<file path="src/sv/dtt_pkg.sv">
// Types and constants of the detection track table.
`default_nettype none
package dtt_pkg;

	localparam int TABLE_DEPTH = 16;
	localparam int COORD_BITS  = 12;
	localparam int IDX_BITS    = (TABLE_DEPTH > 1) ? $clog2(TABLE_DEPTH) : 1;

	localparam int TIME_BITS   = 32;
	localparam int HITS_BITS   = 16;
	localparam int LABEL_BITS  = 32;
	localparam int MARGIN_BITS = HITS_BITS + 1;
	localparam int MDIST_BITS  = 12;
	localparam int LIVE_BITS   = 16;
	localparam int SQ_BITS     = 2 * COORD_BITS;
	localparam int DIST_BITS   = SQ_BITS + 1;
	localparam int LIMIT_BITS  = 2 * MDIST_BITS;
	localparam int CMP_BITS    = (DIST_BITS > LIMIT_BITS) ? DIST_BITS : LIMIT_BITS;

	localparam int CFG_IDX_BITS  = 2;
	localparam int CFG_DATA_BITS = 16;

	localparam int IN_RAW_BITS    = 2 * COORD_BITS + TIME_BITS;
	localparam int IN_TDATA_BITS  = ((IN_RAW_BITS + 7) / 8) * 8;
	localparam int OUT_RAW_BITS   = LABEL_BITS + MARGIN_BITS + 1;
	localparam int OUT_TDATA_BITS = ((OUT_RAW_BITS + 7) / 8) * 8;
	localparam int OUT_TUSER_BITS = 2;

	localparam logic [HITS_BITS-1:0] HITS_MAX = '1;

	localparam logic [MDIST_BITS-1:0] MATCH_DISTANCE_RST = MDIST_BITS'(25);
	localparam logic [HITS_BITS-1:0]  MIN_HITS_RST       = HITS_BITS'(5);
	localparam logic [LIVE_BITS-1:0]  LIVE_TIME_RST      = LIVE_BITS'(1000);

	typedef enum logic [CFG_IDX_BITS-1:0] {
		REG_MATCH_DISTANCE = 2'd0,
		REG_MIN_HITS       = 2'd1,
		REG_LIVE_TIME      = 2'd2
	} cfg_reg_t;

	typedef enum logic [1:0] {
		ST_IDLE,
		ST_SCAN,
		ST_DRAIN,
		ST_DECIDE
	} state_t;

	// One slot of the track memory.
	typedef struct packed {
		logic [COORD_BITS-1:0] x;
		logic [COORD_BITS-1:0] y;
		logic [TIME_BITS-1:0]  stamp;
		logic [HITS_BITS-1:0]  hits;
		logic [LABEL_BITS-1:0] label;
	} entry_t;

	// Tag that travels beside each slot read through the distance pipeline.
	typedef struct packed {
		logic                en;
		logic [IDX_BITS-1:0] idx;
		logic                live;
	} scan_ctl_t;

	typedef struct packed {
		scan_ctl_t             ctl;
		logic [DIST_BITS-1:0]  sq_sum;
		logic [LABEL_BITS-1:0] label;
		logic [HITS_BITS-1:0]  hits;
	} dist_res_t;

endpackage
`default_nettype wire

</file>
<file path="src/sv/dtt_dist.sv">
// Squared-distance pipeline from a slot read to its distance to the detection.
`default_nettype none
module dtt_dist (
	input  wire                             clk,
	input  wire                             arst_n,
	input  dtt_pkg::scan_ctl_t              ctl_s1,
	input  dtt_pkg::entry_t                 entry_s1,
	input  wire [dtt_pkg::COORD_BITS-1:0]   px,
	input  wire [dtt_pkg::COORD_BITS-1:0]   py,
	output dtt_pkg::dist_res_t              res_s3
);

	logic [dtt_pkg::COORD_BITS-1:0] dx_d, dy_d;
	logic [dtt_pkg::COORD_BITS-1:0] dx_s2, dy_s2;
	dtt_pkg::scan_ctl_t             ctl_s2, ctl_s3;
	logic [dtt_pkg::LABEL_BITS-1:0] label_s2, label_s3;
	logic [dtt_pkg::HITS_BITS-1:0]  hits_s2, hits_s3;
	logic [dtt_pkg::SQ_BITS-1:0]    sqx_s3, sqy_s3;

	always_comb begin
		dx_d = (entry_s1.x > px) ? entry_s1.x - px : px - entry_s1.x;
		dy_d = (entry_s1.y > py) ? entry_s1.y - py : py - entry_s1.y;
	end

	always_ff @(posedge clk or negedge arst_n) begin
		if (!arst_n) begin
			ctl_s2 <= '0;
			ctl_s3 <= '0;
		end else begin
			ctl_s2 <= ctl_s1;
			ctl_s3 <= ctl_s2;
		end
	end

	always_ff @(posedge clk) begin
		dx_s2    <= dx_d;
		dy_s2    <= dy_d;
		label_s2 <= entry_s1.label;
		hits_s2  <= entry_s1.hits;
		sqx_s3   <= dtt_pkg::SQ_BITS'(dx_s2) * dtt_pkg::SQ_BITS'(dx_s2);
		sqy_s3   <= dtt_pkg::SQ_BITS'(dy_s2) * dtt_pkg::SQ_BITS'(dy_s2);
		label_s3 <= label_s2;
		hits_s3  <= hits_s2;
	end

	always_comb begin
		res_s3.ctl    = ctl_s3;
		res_s3.sq_sum = {1'b0, sqx_s3} + {1'b0, sqy_s3};
		res_s3.label  = label_s3;
		res_s3.hits   = hits_s3;
	end

endmodule
`default_nettype wire

</file>
<file path="src/sv/detection_track_table_unit.sv">
// Top level of the detection track table: slot memory, scan control, result register.
`default_nettype none
// Associates each detection with the nearest live track of a TABLE_DEPTH-slot
// table (squared pixel distance, ties to the lowest label) within the match
// distance, updating or creating the track and reporting its label, hit margin
// and confirmation, or flagging a full table. For each accepted item the single
// read port of the slot memory visits every slot once, followed by a three-stage
// distance pipeline and a write-back step. A finished result sits in the output
// register, so the next item is taken while it waits; a second result holds in
// the write-back step until the first one is taken.
// Reset needs no clearing pass; slot valid bits are flip-flops.
module detection_track_table_unit (
	input  wire                                   clk,
	input  wire                                   arst_n,
	// pos_x, pos_y, now_time
	input  wire [dtt_pkg::IN_TDATA_BITS-1:0]      s_axis_tdata,
	input  wire                                   s_axis_tvalid,
	output logic                                  s_axis_tready,
	// track_label, hit_margin, confirmed, zero pad
	output logic [dtt_pkg::OUT_TDATA_BITS-1:0]    m_axis_tdata,
	// is_new, table_full
	output logic [dtt_pkg::OUT_TUSER_BITS-1:0]    m_axis_tuser,
	output logic                                  m_axis_tvalid,
	input  wire                                   m_axis_tready,
	input  wire                                   cfg_valid,
	output logic                                  cfg_ready,
	input  wire [dtt_pkg::CFG_IDX_BITS-1:0]       cfg_index,
	input  wire [dtt_pkg::CFG_DATA_BITS-1:0]      cfg_data
);

	localparam int N  = dtt_pkg::TABLE_DEPTH;
	localparam int IW = dtt_pkg::IDX_BITS;
	localparam logic [IW-1:0] LAST_IDX = IW'(N - 1);

	// configuration
	logic [dtt_pkg::MDIST_BITS-1:0] match_distance_q;
	logic [dtt_pkg::HITS_BITS-1:0]  min_hits_q;
	logic [dtt_pkg::LIVE_BITS-1:0]  live_time_q;
	logic [dtt_pkg::LIMIT_BITS-1:0] limit_q;

	// item and control
	dtt_pkg::state_t                state_q, state_d;
	logic [IW-1:0]                  cnt_q;
	logic [dtt_pkg::COORD_BITS-1:0] px_q, py_q;
	logic [dtt_pkg::TIME_BITS-1:0]  now_q;
	logic [N-1:0]                   slot_valid_q;
	logic [N-1:0]                   old_q;
	logic [dtt_pkg::LABEL_BITS-1:0] label_ctr_q;

	// running best and first free slot
	logic                           found_q;
	logic [dtt_pkg::DIST_BITS-1:0]  best_d_q;
	logic [dtt_pkg::LABEL_BITS-1:0] best_label_q;
	logic [dtt_pkg::HITS_BITS-1:0]  best_hits_q;
	logic [IW-1:0]                  best_idx_q;
	logic                           free_found_q;
	logic [IW-1:0]                  free_idx_q;

	// memory and pipeline
	dtt_pkg::entry_t                mem [N];
	dtt_pkg::entry_t                entry_s1;
	dtt_pkg::scan_ctl_t             ctl_s1;
	dtt_pkg::dist_res_t             res_s3;

	// output register
	logic                           out_valid_q;
	logic [dtt_pkg::OUT_TDATA_BITS-1:0] out_tdata_q;
	logic [dtt_pkg::OUT_TUSER_BITS-1:0] out_tuser_q;

	// decision logic
	logic                           in_fire;
	logic                           issue;
	logic                           better;
	logic                           aged;
	logic [dtt_pkg::TIME_BITS-1:0]  age;
	logic                           match;
	logic                           out_load;
	logic                           mem_we;
	logic [IW-1:0]                  mem_waddr;
	dtt_pkg::entry_t                mem_wdata;
	logic [dtt_pkg::HITS_BITS-1:0]  new_hits;
	logic [dtt_pkg::MARGIN_BITS-1:0] margin;
	logic [dtt_pkg::LABEL_BITS-1:0] out_label;
	logic                           out_confirmed;
	logic                           out_is_new;
	logic                           out_full;
	logic [N-1:0]                   free_mask;

	assign in_fire       = s_axis_tvalid && s_axis_tready;
	assign s_axis_tready = (state_q == dtt_pkg::ST_IDLE);
	assign cfg_ready     = 1'b1;
	assign issue         = (state_q == dtt_pkg::ST_SCAN);
	assign m_axis_tvalid = out_valid_q;
	assign m_axis_tdata  = out_tdata_q;
	assign m_axis_tuser  = out_tuser_q;

	always_ff @(posedge clk or negedge arst_n) begin
		if (!arst_n) begin
			match_distance_q <= dtt_pkg::MATCH_DISTANCE_RST;
			min_hits_q       <= dtt_pkg::MIN_HITS_RST;
			live_time_q      <= dtt_pkg::LIVE_TIME_RST;
		end else if (cfg_valid && cfg_ready) begin
			unique case (dtt_pkg::cfg_reg_t'(cfg_index))
				dtt_pkg::REG_MATCH_DISTANCE:
					match_distance_q <= cfg_data[dtt_pkg::MDIST_BITS-1:0];
				dtt_pkg::REG_MIN_HITS: min_hits_q  <= cfg_data[dtt_pkg::HITS_BITS-1:0];
				dtt_pkg::REG_LIVE_TIME: live_time_q <= cfg_data[dtt_pkg::LIVE_BITS-1:0];
				default: ;
			endcase
		end
	end

	always_ff @(posedge clk) begin
		limit_q <= dtt_pkg::LIMIT_BITS'(match_distance_q) *
			dtt_pkg::LIMIT_BITS'(match_distance_q);
	end

	// next state
	always_comb begin
		state_d = state_q;
		unique case (state_q)
			dtt_pkg::ST_IDLE:   if (in_fire) state_d = dtt_pkg::ST_SCAN;
			dtt_pkg::ST_SCAN:   if (cnt_q == LAST_IDX) state_d = dtt_pkg::ST_DRAIN;
			dtt_pkg::ST_DRAIN:  if (res_s3.ctl.en && res_s3.ctl.idx == LAST_IDX)
				state_d = dtt_pkg::ST_DECIDE;
			dtt_pkg::ST_DECIDE: if (!out_valid_q || m_axis_tready) state_d = dtt_pkg::ST_IDLE;
			default:            state_d = dtt_pkg::ST_IDLE;
		endcase
	end

	// per-slot scan logic
	always_comb begin
		age    = now_q - entry_s1.stamp;
		aged   = ctl_s1.en && ctl_s1.live && (age > {{(dtt_pkg::TIME_BITS -
			dtt_pkg::LIVE_BITS){1'b0}}, live_time_q});
		better = res_s3.ctl.en && res_s3.ctl.live &&
			(!found_q || res_s3.sq_sum < best_d_q ||
			(res_s3.sq_sum == best_d_q && res_s3.label < best_label_q));
	end

	// decision outputs
	always_comb begin
		match = found_q && (dtt_pkg::CMP_BITS'(best_d_q) < dtt_pkg::CMP_BITS'(limit_q));
		new_hits = (best_hits_q == dtt_pkg::HITS_MAX) ? best_hits_q
			: best_hits_q + dtt_pkg::HITS_BITS'(1);
		out_load  = (state_q == dtt_pkg::ST_DECIDE) && (!out_valid_q || m_axis_tready);
		mem_we    = 1'b0;
		mem_waddr = best_idx_q;
		mem_wdata = '{x: px_q, y: py_q, stamp: now_q, hits: new_hits, label: best_label_q};
		free_mask = '0;
		out_is_new    = 1'b0;
		out_full      = 1'b0;
		out_label     = '0;
		margin        = '0;
		out_confirmed = 1'b0;
		if (match) begin
			mem_we        = out_load;
			margin        = {1'b0, new_hits} - {1'b0, min_hits_q};
			out_label     = best_label_q;
			out_confirmed = !margin[dtt_pkg::MARGIN_BITS-1] && (margin != '0);
			free_mask     = old_q;
			// the matched track was just restamped, it cannot age out
			free_mask[best_idx_q] = 1'b0;
		end else if (free_found_q) begin
			mem_we          = out_load;
			mem_waddr       = free_idx_q;
			mem_wdata.hits  = '0;
			mem_wdata.label = label_ctr_q;
			out_is_new      = 1'b1;
			out_label       = label_ctr_q;
			margin          = dtt_pkg::MARGIN_BITS'(0) - {1'b0, min_hits_q};
		end else begin
			out_full = 1'b1;
		end
	end

	// control registers
	always_ff @(posedge clk or negedge arst_n) begin
		if (!arst_n) begin
			state_q      <= dtt_pkg::ST_IDLE;
			cnt_q        <= '0;
			slot_valid_q <= '0;
			old_q        <= '0;
			label_ctr_q  <= '0;
			found_q      <= 1'b0;
			free_found_q <= 1'b0;
			ctl_s1       <= '0;
			out_valid_q  <= 1'b0;
		end else begin
			state_q <= state_d;
			ctl_s1  <= '{en: issue, idx: cnt_q, live: slot_valid_q[cnt_q]};
			if (in_fire) begin
				cnt_q        <= '0;
				old_q        <= '0;
				found_q      <= 1'b0;
				free_found_q <= 1'b0;
			end else begin
				if (issue && cnt_q != LAST_IDX) cnt_q <= cnt_q + IW'(1);
				if (aged) old_q[ctl_s1.idx] <= 1'b1;
				if (better) found_q <= 1'b1;
				if (issue && !slot_valid_q[cnt_q]) free_found_q <= 1'b1;
			end
			if (out_load) begin
				if (match) begin
					slot_valid_q <= slot_valid_q & ~free_mask;
				end else if (free_found_q) begin
					slot_valid_q[free_idx_q] <= 1'b1;
					label_ctr_q <= label_ctr_q + dtt_pkg::LABEL_BITS'(1);
				end
			end
			if (out_load) out_valid_q <= 1'b1;
			else if (m_axis_tready) out_valid_q <= 1'b0;
		end
	end

	// payload registers
	always_ff @(posedge clk) begin
		if (in_fire) begin
			px_q  <= s_axis_tdata[dtt_pkg::COORD_BITS-1:0];
			py_q  <= s_axis_tdata[2*dtt_pkg::COORD_BITS-1:dtt_pkg::COORD_BITS];
			now_q <= s_axis_tdata[dtt_pkg::IN_RAW_BITS-1:2*dtt_pkg::COORD_BITS];
		end
		if (better) begin
			best_d_q     <= res_s3.sq_sum;
			best_label_q <= res_s3.label;
			best_hits_q  <= res_s3.hits;
			best_idx_q   <= res_s3.ctl.idx;
		end
		if (issue && !slot_valid_q[cnt_q] && !free_found_q) free_idx_q <= cnt_q;
		if (out_load) begin
			out_tdata_q <= dtt_pkg::OUT_TDATA_BITS'({out_confirmed, margin, out_label});
			out_tuser_q <= {out_full, out_is_new};
		end
	end

	// slot memory: one write port, one registered read port
	always_ff @(posedge clk) begin
		if (mem_we) mem[mem_waddr] <= mem_wdata;
		entry_s1 <= mem[cnt_q];
	end

	dtt_dist u_dist (
		.clk      (clk),
		.arst_n   (arst_n),
		.ctl_s1   (ctl_s1),
		.entry_s1 (entry_s1),
		.px       (px_q),
		.py       (py_q),
		.res_s3   (res_s3)
	);

endmodule
`default_nettype wire

</file>
<file path="config.mk">
export PLATFORM = sky130hd
export DESIGN_NAME = detection_track_table_unit
export DESIGN_NICKNAME = d
export VERILOG_FILES = /design/src/sv/dtt_pkg.sv /design/src/sv/dtt_dist.sv /design/src/sv/detection_track_table_unit.sv
export SDC_FILE = /design/constraint.sdc
export NUM_CORES = 2
export LEC_CHECK = 0
export BUFFER_PORTS_ARGS = -buffer_cell sky130_fd_sc_hd__buf_2
export CAP_MARGIN = 5
export CORE_MARGIN = 8
export CORE_UTILIZATION = 65
export DETAILED_ROUTE_END_ITERATION = 12
export PLACE_DENSITY = 0.79
export REMOVE_ABC_BUFFERS = 1
export SLEW_MARGIN = 25
export SYNTH_ARGS = -nofsm -noshare
export SYNTH_HDL_FRONTEND = slang
export SYNTH_SLANG_ARGS = --single-unit
</file>
<file path="constraint.sdc">
create_clock -name clk -period 15.9 [get_ports clk]
set_input_delay 0.795 -clock clk [delete_from_list [all_inputs] [get_ports clk]]
set_output_delay 0.795 -clock clk [all_outputs]
set_load 0.005 [all_outputs]
</file>
==> flow_metrics.env <==
export IMPL_run_status="completed"
export IMPL_ys_async_sr_fraction_pct=5.92
export IMPL_synth_yosys_seq_area_share_pct=64.3
export IMPL_yosys_warnings=0
export IMPL_grt_antenna_before_repair=7
export IMPL_synth_top_area_share_pct=55.1
export IMPL_numPortBuffers=132
export IMPL_grt_max_degree=165
export IMPL_drt_first_iter_violations=6680
export IMPL_post_synth_top_count_cell="edfxtp_1"
export IMPL_std_cell_rows=144
export IMPL_r2r_slack_ns=9.70
export IMPL_final_antenna_net_count=0
export IMPL_clock_sinks=2281
export IMPL_fin_crit_sh_pct=39.0
export IMPL_nFillCells=8952
export IMPL_regArea_mm2=0.0649
export IMPL_hpwl_um=138000
export IMPL_yosys_area_top_type="edfxtp_1"
export IMPL_synthDistinctLibCells=98
export IMPL_cts_tree="built"
export IMPL_crit_arrival_ns=6.66
export IMPL_post_cts_buffers=0
export IMPL_clock_path_buffers=3
export IMPL_fin_cells=8541
export IMPL_yosys_top_cells_count="edfxtp_1, inv_1, mux4_2"
export IMPL_synth_area_top_cells="edfxtp_1, mux4_2, dfxtp_1"
export IMPL_grtUsageTotal_pct=28.0
export IMPL_reg2reg_depth=17
export IMPL_max_freq_mhz=161
export IMPL_multi_input_area_mm2=0.0332
export IMPL_synth_edf_count=1853
export IMPL_end_kind="register"
export IMPL_fin_crit_ns=6.20
export IMPL_numCtsBuffers=213
export IMPL_cts_resized=0
export IMPL_critPathKind="register to register"
export IMPL_grt_pass1_vias=57200
export IMPL_die_w_um=410
export IMPL_timing_rr_start="u_dist.sqy_s3[3]"
export IMPL_hold_viol=0
export IMPL_die_h_um=410
export IMPL_required_ns=16.36
export IMPL_htree_levels=4
export IMPL_cap_violations=0
export IMPL_clk_pin_slew_ns=0.06
export IMPL_cp_slowest_stage_delay_ns=0.87
export IMPL_root_buffer="clkbuf_16"
export IMPL_drt_total_wl_um=236000
export IMPL_hp_class="input pin to register"
export IMPL_rsz0062_at_grt="no"
export IMPL_avgSynthCellArea_um2=16.6
export IMPL_whs_path_depth=1
export IMPL_clk_latency_ns=0.85
export IMPL_syn_inst=6085
export IMPL_wl_per_cell_um=27.7
export IMPL_maxSlewHeadroom_pct=23.9
export IMPL_globalRoute_totalOverflow=0
export IMPL_min_delay_start="s_axis_tdata[25]"
export IMPL_vias=55200
export IMPL_crit_fanout=52
export IMPL_fin_worst_skew_ns=0.0450
export IMPL_crit_path_start_kind="register"
export IMPL_viasPerCell=6.46
export IMPL_firstDrtPassIters=7
export IMPL_tightest_slew_ns=1.14
export IMPL_coreArea_mm2=0.154
export IMPL_start_util_pct=65.5
export IMPL_setup_viol=0
export IMPL_die_area_mm2=0.168
export IMPL_syn_to_final_growth_pct=11.1
export IMPL_syn_area_mm2=0.101
export IMPL_place_gp_congestion=0.898
export IMPL_crit_chain="ha_1 > a21o_1 > a21oi_1 > o211ai_1 > nand2_1 > o211ai_1 > a41o_1 > o41ai_1 > o2111ai_1 > a21oi_1 > xnor2_1 > ha_1 > nand4_1 > nor4_1 > o2111ai_1 > o22ai_4 > buf_4"
export IMPL_whs_endpoint="now_q[1]"
export IMPL_r2r_end="best_label_q[16]"
export IMPL_dp_cells=8128
export IMPL_final_nets=7013
export IMPL_io_pins=140
export IMPL_ys_flop_type="edfxtp_1"
export IMPL_slew_viol_final=0
export IMPL_drive_gt1_share_pct=19.4
export IMPL_remaining_drc_errors=0
export IMPL_yosys_register_bits=2281
export IMPL_crit_slowest_cell="buf_4"
export IMPL_grt_pass1_wl_um=356000
==> through the flow <==
step	utilization, %	area, µm²	setup WS [ns]	hold slack [ns]	setup TNS [ns]
2_1_floorplan	-	100000	-2.12	0.310	-155.93
3_3_place_gp	67.6	104000	9.97	0.310	0
3_5_place_dp	67.7	104000	9.82	0.312	0
4_1_cts	72.6	112000	9.77	0.0468	0
5_1_grt	72.7	112000	9.25	0.0693	0
6_report	72.7	112000	9.70	0.113	0
==> worst max-delay path by stage <==
stage / start / endpoint / slack, ns / depth (start not counted)
floorplan: cnt_q[0] / free_idx_q[0] / -2.12 / 0
detailed placement: u_dist.sqy_s3[3] / best_label_q[19] / 9.82 / 17
finish: u_dist.sqy_s3[3] / best_label_q[16] / 9.70 / 17
CTS: u_dist.sqy_s3[3] / best_label_q[10] / 9.77 / 17
global route: u_dist.sqy_s3[3] / best_label_q[14] / 9.25 / 17
global placement: u_dist.sqy_s3[3] / best_label_q[13] / 9.97 / 20
==> registers in the layout (all words and copies together) (netlist names), 25 cells and up <==
name / count
u_dist.label_s3: 32
mem: 1664
label_ctr_q: 32
m_axis_tdata: 50
u_dist.label_s2: 32
entry_s1: 104
best_d_q: 25
now_q: 32
best_label_q: 32
==> critical path: cells and delay by family, from the launching register on <==
kind,cells,cell delay (ns)
buffers and inverters,1,0.87
DFF,1,0.30
xor gates and xnor gates,1,0.13
and+or+nand+nor,3,0.71
AOI/OAI and AO/OA,10,3.09
adders and majority gates,2,0.65
==> per-layer routing <==
layer	global-route usage, %	up-vias	wire length [µm]
met5	0	-	12
met4	8.19	2	7470
met3	4.85	501	21000
met2	46.6	2887	117000
met1	38.7	28500	90600
li1	-	23300	-
==> kinds of logic (layout without fill, tap and decap cells) <==
group | count (synthesis) | in the layout | synth area share (%)
AND/OR/NAND/NOR | 900 | 900 | 4.54
other | 2 | 9 | 0.00744
AO/OA/AOI/OAI | 643 | 643 | 4.18
multiplexers | 597 | 597 | 12.5
buffers and inverters | 841 | 1246 | 3.17
XOR/XNOR | 190 | 190 | 1.65
adder cells (fa/ha/maj) | 631 | 631 | 9.63
flip-flops | 2281 | 2281 | 64.3
==> cells in the final DEF, fill, tap and decap left out, types with 28 or more instances in the layout <==
cell type	count
edfxtp_1	1853
inv_1	611
mux4_2	525
ha_1	389
dfxtp_1	293
nand2_1	268
fa_1	242
clkbuf_16	216
o21ai_0	170
and2_1	148
xnor2_1	141
a21oi_1	138
buf_2	132
dfrtp_1	119
nor2_1	117
buf_4	78
nand3_1	73
a21o_1	69
clkinv_2	52
nand4_1	50
mux2_2	50
nor3_1	49
xor2_1	49
nor2b_1	44
and3_1	36
clkbuf_1	33
bufinv_16	33
or3_1	28
==> layout make-up <==
type / instances / share of cell area, %
sequential: 2281 / 57.9
timing repair buffer: 226 / 1.38
antenna: 2 / 0.00447
clock inverter: 146 / 1.62
inverter: 613 / 2.06
multi-input combinational: 2968 / 29.6
tap: 2044 / 2.28
clock buffer: 261 / 5.08
==> repair_timing <==
item / CTS / global route
endpoints found under the hold margin: 53 / 0
hold buffers: 1 / 0
setup endpoints to repair: 0 / 0
Power is left out: the tool's default activity adds up to more than one toggle a clock period on the data nets, which glitch-free logic cannot reach.
